File: config.mk
export PLATFORM = sky130hd
export DESIGN_NAME = attitude_thruster_mixer
export DESIGN_NICKNAME = d
export VERILOG_FILES = /design/src/sv/atm_pkg.sv /design/src/sv/atm_pulse.sv /design/src/sv/attitude_thruster_mixer.sv
export SDC_FILE = /design/constraint.sdc
export NUM_CORES = 2
export LEC_CHECK = 0
export ABC_CLOCK_PERIOD_IN_PS = 12400
export BUFFER_PORTS_ARGS = -buffer_cell sky130_fd_sc_hd__buf_2
export CORE_UTILIZATION = 40
export CTS_CLUSTER_SIZE = 24
export DETAILED_ROUTE_END_ITERATION = 10
export HOLD_SLACK_MARGIN = 0.02
export PLACE_DENSITY = 0.67
export RECOVER_POWER = 25
export SLEW_MARGIN = 10
export SYNTH_ARGS = -nofsm -noshare
export SYNTH_HDL_FRONTEND = slang
export SYNTH_HIERARCHICAL = 1
export SYNTH_SLANG_ARGS = --single-unit
File: constraint.sdc
create_clock -name clk -period 12.4 [get_ports clk]
set_input_delay 1.24 -clock clk [delete_from_list [all_inputs] [get_ports clk]]
set_output_delay 1.24 -clock clk [all_outputs]
set_load 0.1 [all_outputs]
File: src/sv/atm_pkg.sv
// Shared types, codes and pulse constants for the attitude thruster mixer.
`default_nettype none

package atm_pkg;

  localparam int MIX_W = 22;            // width of a mixed thrust sum, 1/(1024*45) units
  localparam int PULSE_W = 11;

  localparam int PULSE_MIN = 1350;
  localparam int PULSE_MAX = 1650;
  localparam int PULSE_MID = 1500;
  localparam int DEAD_LO = 1450;
  localparam int DEAD_HI = 1550;
  localparam int HALF_TURN = 11520;
  localparam int FULL_TURN = 23040;
  localparam int PULSE_SCALE = 1536;    // 1024*45*5 / 150; one pulse step = 1536 / 5 units
  localparam int DIV3_RECIP = 43691;    // ceil(2^17 / 3)
  localparam int DIV3_SHIFT = 17;

  typedef enum logic [1:0] {
    KIND_IMU  = 2'd0,
    KIND_STEP = 2'd1,
    KIND_CMD  = 2'd2,
    KIND_NONE = 2'd3
  } kind_t;

  typedef enum logic [2:0] {
    CMD_FORWARD  = 3'd0,
    CMD_BACKWARD = 3'd1,
    CMD_UP       = 3'd2,
    CMD_DOWN     = 3'd3,
    CMD_STOP     = 3'd4,
    CMD_DEPTH    = 3'd5,
    CMD_RSVD6    = 3'd6,
    CMD_RSVD7    = 3'd7
  } cmd_t;

  typedef enum logic {
    REG_POWER   = 1'b0,
    REG_HEADING = 1'b1
  } reg_idx_t;

  function automatic logic [PULSE_W-1:0] deadband(input logic [PULSE_W-1:0] v);
    logic [PULSE_W-1:0] r;
    r = v;
    if (v > PULSE_W'(DEAD_LO) && v < PULSE_W'(DEAD_HI)) begin
      r = PULSE_W'(PULSE_MID);
    end
    return r;
  endfunction

endpackage

`default_nettype wire

File: src/sv/atm_pulse.sv
// Maps one mixed thrust sum to a clamped servo pulse width.
`default_nettype none

module atm_pulse
  import atm_pkg::*;
(
  input  wire logic signed [MIX_W-1:0]   mix,
  output logic             [PULSE_W-1:0] pulse
);

  localparam int N_W = 26;
  localparam int X_W = 13;
  localparam int P_W = X_W + 16;

  logic signed [N_W-1:0] n;
  logic        [X_W-1:0] x;
  logic        [P_W-1:0] prod;

  // n = 1500*1536 + 5*mix; pulse = floor(n / 1536) = floor((n >> 9) / 3)
  assign n = N_W'(PULSE_MID * PULSE_SCALE) + N_W'(mix) * N_W'(5);
  assign x = n[X_W+8:9];
  assign prod = P_W'(x) * P_W'(DIV3_RECIP);

  always_comb begin
    if (n < N_W'(PULSE_MIN * PULSE_SCALE)) begin
      pulse = PULSE_W'(PULSE_MIN);
    end else if (n >= N_W'((PULSE_MAX + 1) * PULSE_SCALE)) begin
      pulse = PULSE_W'(PULSE_MAX);
    end else begin
      pulse = prod[DIV3_SHIFT+PULSE_W-1:DIV3_SHIFT];
    end
  end

endmodule

`default_nettype wire

File: src/sv/attitude_thruster_mixer.sv
// Top level: attitude state, command decode, mixer stage and servo output register.
// Takes one beat per clock while in_ready is high. IMU reports and motion commands
// update the attitude and thrust state at the edge that accepts them and give no
// result. A control step gives one result: the accepting edge registers the
// bias-corrected yaw and the four mixed thrust sums in the mixer stage, and when that
// stage advances they are turned into clamped, mirrored and deadbanded pulse widths in
// the output register, where out_valid rises.
// Back-pressure on the output holds both stages; input ready follows the mixer stage.
`default_nettype none

module attitude_thruster_mixer
  import atm_pkg::*;
(
  input  wire logic                      clk,
  input  wire logic                      rst,
  // configuration port
  input  wire logic                      psel,
  input  wire logic                      penable,
  input  wire logic                      pwrite,
  input  wire logic [2:0]                paddr,
  input  wire logic [31:0]               pwdata,
  output logic      [31:0]               prdata,
  output logic                           pready,
  // input channel
  input  wire logic                      in_valid,
  output logic                           in_ready,
  input  wire logic [1:0]                kind,
  input  wire logic signed [15:0]        pitch_sample,
  input  wire logic signed [15:0]        roll_sample,
  input  wire logic signed [15:0]        yaw_sample,
  input  wire logic [2:0]                command,
  input  wire logic signed [11:0]        depth_value,
  // output channel
  output logic                           out_valid,
  input  wire logic                      out_ready,
  output logic      [PULSE_W-1:0]        servo_left,
  output logic      [PULSE_W-1:0]        servo_right,
  output logic      [PULSE_W-1:0]        servo_left_up,
  output logic      [PULSE_W-1:0]        servo_right_up,
  output logic signed [16:0]             yaw_corrected
);

  localparam int E_W = 19;

  logic signed [11:0] power_level;
  logic signed [14:0] heading_target;
  logic signed [15:0] pitch_now, roll_now, yaw_now;
  logic signed [15:0] pitch_offset, roll_offset, yaw_offset;
  logic signed [11:0] drive_power;
  logic signed [11:0] dive_thrust;

  logic                    s1_valid;
  logic signed [MIX_W-1:0] mix_left, mix_right, mix_lup, mix_rup;
  logic signed [16:0]      cy_s1;

  logic cfg_write;
  logic accept;
  logic s1_advance;
  logic bias_empty;

  logic signed [16:0]      cp, cr, cy;
  logic signed [E_W-1:0]   e_raw, e_wrap;
  logic signed [MIX_W-1:0] pw45, dv45;
  logic signed [MIX_W-1:0] mix_left_next, mix_right_next, mix_lup_next, mix_rup_next;
  logic [PULSE_W-1:0]      p_left, p_right, p_lup, p_rup;

  assign pready = 1'b1;
  assign cfg_write = psel && penable && pwrite && pready;

  always_comb begin
    unique case (reg_idx_t'(paddr[2]))
      REG_POWER:   prdata = 32'(power_level);
      REG_HEADING: prdata = 32'(heading_target);
      default:     prdata = '0;
    endcase
  end

  // output register empties or drains -> mixer stage may move on
  assign s1_advance = !out_valid || out_ready;
  assign in_ready = !s1_valid || s1_advance;
  assign accept = in_valid && in_ready;
  assign bias_empty = (pitch_offset == '0) && (roll_offset == '0) && (yaw_offset == '0);

  // mixer stage arithmetic from current state
  assign cp = 17'(pitch_offset) - 17'(pitch_now);
  assign cr = 17'(roll_offset) - 17'(roll_now);
  assign cy = 17'(yaw_offset) - 17'(yaw_now);
  assign e_raw = E_W'(heading_target) - E_W'(cy);

  always_comb begin
    priority if (e_raw > E_W'(HALF_TURN)) begin
      e_wrap = e_raw - E_W'(FULL_TURN);
    end else if (e_raw < -E_W'(HALF_TURN)) begin
      e_wrap = e_raw + E_W'(FULL_TURN);
    end else begin
      e_wrap = e_raw;
    end
  end

  assign pw45 = MIX_W'(drive_power) * MIX_W'(45);
  assign dv45 = MIX_W'(dive_thrust) * MIX_W'(45);
  assign mix_left_next  = pw45 + (MIX_W'(e_wrap) <<< 3);
  assign mix_right_next = pw45 - (MIX_W'(e_wrap) <<< 3);
  assign mix_lup_next   = dv45 + (MIX_W'(cp) <<< 4) - MIX_W'(cr) * MIX_W'(10);
  assign mix_rup_next   = dv45 + (MIX_W'(cp) <<< 4) + MIX_W'(cr) * MIX_W'(10);

  // attitude and thrust state
  always_ff @(posedge clk) begin
    if (rst) begin
      power_level    <= '0;
      heading_target <= '0;
      pitch_now      <= '0;
      roll_now       <= '0;
      yaw_now        <= '0;
      pitch_offset   <= '0;
      roll_offset    <= '0;
      yaw_offset     <= '0;
      drive_power    <= '0;
      dive_thrust    <= '0;
    end else begin
      if (cfg_write) begin
        unique case (reg_idx_t'(paddr[2]))
          REG_POWER: begin
            power_level <= pwdata[11:0];
            drive_power <= pwdata[11:0];
          end
          REG_HEADING: heading_target <= pwdata[14:0];
          default: ;
        endcase
      end
      if (accept) begin
        unique case (kind_t'(kind))
          KIND_IMU: begin
            if (bias_empty) begin
              pitch_offset <= pitch_sample;
              roll_offset  <= roll_sample;
              yaw_offset   <= yaw_sample;
            end
            pitch_now <= pitch_sample;
            roll_now  <= roll_sample;
            yaw_now   <= yaw_sample;
          end
          KIND_CMD: begin
            unique case (cmd_t'(command))
              CMD_FORWARD: drive_power <= power_level;
              CMD_BACKWARD: begin
                // saturate the one value whose negation overflows
                if (power_level == 12'sh800) begin
                  drive_power <= 12'sh7FF;
                end else begin
                  drive_power <= -power_level;
                end
              end
              CMD_UP:   dive_thrust <= 12'sd512;
              CMD_DOWN: dive_thrust <= -12'sd512;
              CMD_STOP: begin
                drive_power <= '0;
                dive_thrust <= '0;
              end
              CMD_DEPTH: dive_thrust <= depth_value;
              default: ;
            endcase
          end
          default: ;
        endcase
      end
    end
  end

  // mixer stage
  always_ff @(posedge clk) begin
    if (rst) begin
      s1_valid <= 1'b0;
    end else if (accept) begin
      s1_valid <= (kind_t'(kind) == KIND_STEP);
    end else if (s1_advance) begin
      s1_valid <= 1'b0;
    end
  end

  always_ff @(posedge clk) begin
    if (accept) begin
      mix_left  <= mix_left_next;
      mix_right <= mix_right_next;
      mix_lup   <= mix_lup_next;
      mix_rup   <= mix_rup_next;
      cy_s1     <= cy;
    end
  end

  atm_pulse u_pulse_left     (.mix(mix_left),  .pulse(p_left));
  atm_pulse u_pulse_right    (.mix(mix_right), .pulse(p_right));
  atm_pulse u_pulse_left_up  (.mix(mix_lup),   .pulse(p_lup));
  atm_pulse u_pulse_right_up (.mix(mix_rup),   .pulse(p_rup));

  // output register
  always_ff @(posedge clk) begin
    if (rst) begin
      out_valid <= 1'b0;
    end else if (s1_advance) begin
      out_valid <= s1_valid;
    end
  end

  always_ff @(posedge clk) begin
    if (s1_advance && s1_valid) begin
      servo_left     <= deadband(p_left);
      servo_right    <= deadband(p_right);
      // mirror the left vertical thruster about mid pulse
      servo_left_up  <= deadband(PULSE_W'(2 * PULSE_MID) - p_lup);
      servo_right_up <= deadband(p_rup);
      yaw_corrected  <= cy_s1;
    end
  end

endmodule

`default_nettype wire

# Word-level counts from Yosys, hierarchy flattened
# Cells that the tools add are included.
[totals]
elab_cells = 123
inputBits = 107
reg_bits = 315
out_inout_bits = 96
[classes]
magnitude_cmp = 18
reduce_logical = 26
muxes = 20
mul = 11
bitwise = 1
addsub = 17
eq_ne = 8
[op_table]
columns = ["operator", "count"]
rows = [
  ["$mul 13x16->28 const B", 4],
  ["$add 23x26->26 const A", 4],
  ["$ge 26x23->1 const B", 4],
  ["$lt 26x22->1 const B", 4],
  ["$mul 22x4->26 const B", 4],
  ["$mux 11", 8],
  ["$pmux 32 s2", 1],
  ["$mux 12", 5],
  ["$sub 16x16->17", 3],
  ["$logic_not 16->1", 3],
  ["$pmux 12 s4", 1],
  ["$gt 11x11->1 const B", 4],
  ["$lt 11x11->1 const B", 4],
  ["$mul 12x7->19 const B", 2],
  ["$mux 19", 2],
  ["$pmux 12 s3", 1],
  ["$add 19x21->22", 1],
  ["$add 19x22->22", 1],
  ["$add 22x22->22", 1],
  ["$sub 19x22->22", 1],
  ["$sub 22x22->22", 1],
  ["$mul 17x4->21 const B", 1],
  ["$add 18x16->19 const B", 1],
  ["$sub 18x16->19 const B", 1],
  ["22 further kinds", 39],
]

# Longest topological paths before layout
[depth]
word_depth = 8
ltp_mapped = 39

# Hierarchy
# The synthesis kept the hierarchy.
[by_module_without_submodules]
columns = ["module", "n_inst", "cells_per_inst", "area_per_inst_um2"]
rows = [
  ["attitude_thruster_mixer", 1, 2520, 22779.3],
  ["atm_pulse at u_pulse_right_up", 1, 552, 4754.6],
  ["atm_pulse at u_pulse_right", 1, 537, 4744.6],
  ["atm_pulse at u_pulse_left", 1, 551, 4717.0],
  ["atm_pulse at u_pulse_left_up", 1, 536, 4678.2],
]

# Worst setup path after synthesis
# Ideal clock, no wire load.
[synth_timing]
kind = "reg2reg"
from = "reg mix_left[2]"
to = "reg servo_left[0], data pin"
setup_ns = 0.255
arrival_time_ns = 8.714
path_slack_ns = 3.431
period_less_slack_ns = 8.969
stages_incl_launch_ff = 36
n_path_buf = 0
required_time_ns = 12.145
cell_sequence = "edfxtp_1 ha_1 ha_1 ha_1 inv_1 fa_1 nand2b_1 a21oi_1 o31a_1 o2111ai_1 a211oi_1 inv_1 ha_1 inv_1 fa_1 inv_1 fa_1 fa_1 inv_1 fa_1 inv_1 ha_1 nand2_1 a2111oi_0 nand2_1 o311a_1 nor3_1 a21oi_1 o21bai_1 xor2_1 a21o_1 nor4_1 nand3b_1 a31oi_1 o21ai_1 and2_1"
[synth_via]
elab_chain_cells = 7
word_cells_on_any_way = 10
classes_between = "add/sub (1); mul (2); order compare (4); mux (2); reduce/logical (1)"
[synth_rtl]
columns = ["element", "line", "source"]
rows = [
  ["start: declaration", "attitude_thruster_mixer.sv:53", "logic signed [MIX_W-1:0] mix_left, mix_right, mix_lup, mix_rup;"],
  ["start signal: assignment", "attitude_thruster_mixer.sv:183", "mix_left <= mix_left_next;"],
  ["$mul 22x4->26 *", "atm_pulse.sv:20", "assign n = N_W'(PULSE_MID * PULSE_SCALE) + N_W'(mix) * N_W'(5);"],
  ["$add 23x26->26 *", "atm_pulse.sv:20", ""],
  ["$mul 13x16->28 / $ge 26x23->1 (equally long branches)", "atm_pulse.sv:22, atm_pulse.sv:27", ""],
  ["$mux 11", "atm_pulse.sv:27", "end else if (n >= N_W'((PULSE_MAX + 1) * PULSE_SCALE)) begin"],
  ["$mux 11 *", "atm_pulse.sv:25", "if (n < N_W'(PULSE_MIN * PULSE_SCALE)) begin"],
  ["net p_left[8]", "attitude_thruster_mixer.sv:65", "logic [PULSE_W-1:0] p_left, p_right, p_lup, p_rup;"],
  ["$gt 11x11->1 / $lt 11x11->1 (equally long branches)", "atm_pkg.sv:46", "if (v > PULSE_W'(DEAD_LO) && v < PULSE_W'(DEAD_HI)) begin"],
  ["$logic_and 1x1->1 *", "atm_pkg.sv:46", ""],
  ["end signal: assignment", "attitude_thruster_mixer.sv:207", "servo_left <= deadband(p_left);"],
  ["end: declaration", "attitude_thruster_mixer.sv:36", "output logic [PULSE_W-1:0] servo_left,"],
]
# The timed path passes the listed nets; every way through them passes the cells marked *.
# A chain may end at the register's enable or synchronous reset.

# Worst setup path after layout
[layout_timing]
from = "reg mix_left[2]"
to = "reg servo_left[1], data pin"
# The elaborated chain is that of the path after synthesis.

==> flow_metrics.env <==
export IMPL_fin_nets=5975
export IMPL_rrSetupSlack_ns=2.27
export IMPL_synth_area_per_cell_um2=8.87
export IMPL_area_growth_syn_to_layout_pct=8.35
export IMPL_yosys_top_cells_count="820 x inv_1, 754 x ha_1, 354 x nand2_1, 347 x a21oi_1, 301 x nor2_1"
export IMPL_synth_compound_area_frac=0.161
export IMPL_setup_viol=0
export IMPL_htree_levels=2
export IMPL_rows=118
export IMPL_track_usage=0.173
export IMPL_hold_path_class="reg2reg"
export IMPL_crit_required_ns=12.74
export IMPL_dp_hpwl_um=77000
export IMPL_antenna_found_initial=3
export IMPL_cts_tree="yes"
export IMPL_synth_simple_gate_area_frac=0.131
export IMPL_netlist_instances=4696
export IMPL_synthFlopType="edfxtp_1"
export IMPL_synth_largest_area_cell="ha_1"
export IMPL_grt_max_degree=86
export IMPL_synth_top_area_share=0.226
export IMPL_yosys_cell_types_count=125
export IMPL_clock_sinks=309
export IMPL_synth_area_um2=41700
export IMPL_violations="capacitance limit, slew limit"
export IMPL_path_common_cell="inv_1"
export IMPL_portBuffers=182
export IMPL_startpoint="mix_left[2]"
export IMPL_synth_seq_area_share=0.187
export IMPL_cp_top_family="adder cells"
export IMPL_die_area_um2=105000
export IMPL_antenna_left=0
export IMPL_status="complete, but fails checks"
export IMPL_worstSetupEndpointType="flip-flop"
export IMPL_ios=203
export IMPL_synth_top_family_by_area="adder cells"
export IMPL_min_from="cy_s1[10]"
export IMPL_cp_slowest_cell="a2111oi_0"
export IMPL_routed_wl_um=91300
export IMPL_worst_path_buf_inv=6
export IMPL_synth_most_common_cell="inv_1"
export IMPL_synth_top_cells_by_area="ha_1 23%, fa_1 14%, edfxtp_1 12%"
export IMPL_gr_total_overflow=0
export IMPL_rsz0062_at_grt="false"
export IMPL_clkTransAtPathRegs_ns=0.06
export IMPL_slew_violations=204
export IMPL_tns_ns=0
export IMPL_viasPerCell=5.11
export IMPL_setup_worst_path_start_class="flip-flop"
export IMPL_grt_pass1_wl_um=153000
export IMPL_clkLatencyLatePin_ns=0.58
export IMPL_cts_resized=0
export IMPL_place_congestion=0.878
export IMPL_die_y_um=325
export IMPL_slowest_delay_ns=0.88
export IMPL_fmax_mhz=98.7
export IMPL_root_buffer="clkbuf_16"
export IMPL_reg2reg_depth=35
export IMPL_initial_core_util=0.403
export IMPL_critical_path_class="reg2reg"
export IMPL_timing_rr_start="mix_left[2]"
export IMPL_tightestPinTransition_ns=3.69
export IMPL_cts_setup_buffers=0
export IMPL_wl_per_cell_um=14.6
export IMPL_ys_seq_elements=309
export IMPL_drt_initial_drc_count=1612
export IMPL_cts_hold_buf=0
export IMPL_synth_edf_count=160
export IMPL_grt_pass1_vias=31220
export IMPL_arrival_ns=10.46
export IMPL_firstDrtPassIters=5
export IMPL_place_ws_ns=2.31
export IMPL_post_route_period_util=0.817
export IMPL_async_flop_share=0
export IMPL_core_area_um2=103000
export IMPL_layout_setup_ws_ns=2.27
export IMPL_worstPathMaxFanout=10
export IMPL_drcViolationCount=0
export IMPL_layout_min_cycle_time_ns=10.13
export IMPL_clock_skew_ns=0.0147
export IMPL_reg2reg_to="servo_left[1]"
export IMPL_cap_violations=3
export IMPL_clk_path_buf_depth=3
export IMPL_max_slew_margin=-1.46
export IMPL_dr_total_vias=31855
export IMPL_die_w_um=325
export IMPL_hold_violations=0
export IMPL_synth_net_count=5849
export IMPL_ys_warn_count=6
export IMPL_numCtsBuffers=38
export IMPL_yosys_area_share_adder=0.367
export IMPL_synth_xor_area_share=0.0615
export IMPL_nFillCells=10127
export IMPL_fin_util=0.437
export IMPL_worstHoldPathCells=0
export IMPL_holdPathEnd="yaw_corrected[10]"
export IMPL_drive_gt1_frac=0.0748
export IMPL_placedCellCount=6162
export IMPL_synth_mux_area_frac=0.00691
export IMPL_fin_cells=6233
## state kept, by name (all words and copies together) (netlist names), 12 cells and up
name            count
yaw_corrected      17
pitch_offset       16
roll_offset        16
yaw_offset         16
mix_right          18
dive_thrust        12
roll_now           16
drive_power        12
pitch_now          16
mix_rup            20
cy_s1              17
yaw_now            16
mix_lup            22
power_level        12
mix_left           22
heading_target     15
## routing by layer
metal | global-route usage | vias up | part of all wire | wire [um]
met5 | 0 | - | 0.00018 | 16
met4 | 0.0354 | 4 | 0.016 | 1450
li1 | - | 16226 | - | -
met3 | 0.0212 | 84 | 0.046 | 4210
met2 | 0.280 | 585 | 0.44 | 40200
met1 | 0.246 | 14956 | 0.50 | 45400
## layout by cell type, fill, tap and decap left out, types with 42 or more instances in the layout
cell      netlist  final
edfxtp_1      160    160
nor2b_1        41     42
buf_2           4    181
fa_1          292    292
nand2_1       354    354
xor2_1         64     64
ha_1          754    754
nand3_1        86     86
xnor2_1       196    196
o21ai_0       140    140
nor2_1        301    301
dfxtp_1       149    149
a21o_1         76     76
inv_1         820    819
a21oi_1       347    347
nor3_1         61     60
nand2b_1       66     66
## through the flow
stage | instance area (um2) | hold slack, ns
2_1_floorplan | 41700 | 0.400
3_3_place_gp | 43900 | 0.404
3_5_place_dp | 43900 | 0.407
4_1_cts | 45200 | 0.421
5_1_grt | 45200 | 0.424
6_report | 45200 | 0.417
## final cells by class
type                            count  area (um2)  area share
Multi-Input combinational cell   3461       30300       0.671
Clock inverter                     19         204     0.00452
Antenna cell                        1        2.50   0.0000554
Inverter                          823        3090      0.0684
Clock buffer                       51        1080      0.0240
Timing Repair Buffer              189         955      0.0211
Sequential cell                   309        7790       0.172
Tap cell                         1380        1730      0.0382
## cells by family (layout without fill, tap and decap cells)
family	Yosys count	count (layout)
AO/OA/AOI/OAI	980	980
flip-flops	309	309
AND/OR/NAND/NOR	1132	1132
buffers and inverters	926	1082
XOR/XNOR	275	275
other	1	2
multiplexers	27	27
adder cells (fa/ha/maj)	1046	1046
## worst max-delay path by stage
stage                     to  slack [ns]  cells past startpoint
2_1_floorplan  servo_left[0]        3.43                     35
3_3_place_gp   servo_left[5]        2.37                     36
3_5_place_dp   servo_left[1]        2.31                     35
4_1_cts        servo_left[1]        2.29                     35
5_1_grt        servo_left[9]        1.60                     35
6_report       servo_left[1]        2.27                     35
Power is not shown: default switching activity piles up to over one toggle a cycle in this logic, so the estimate is an artifact.
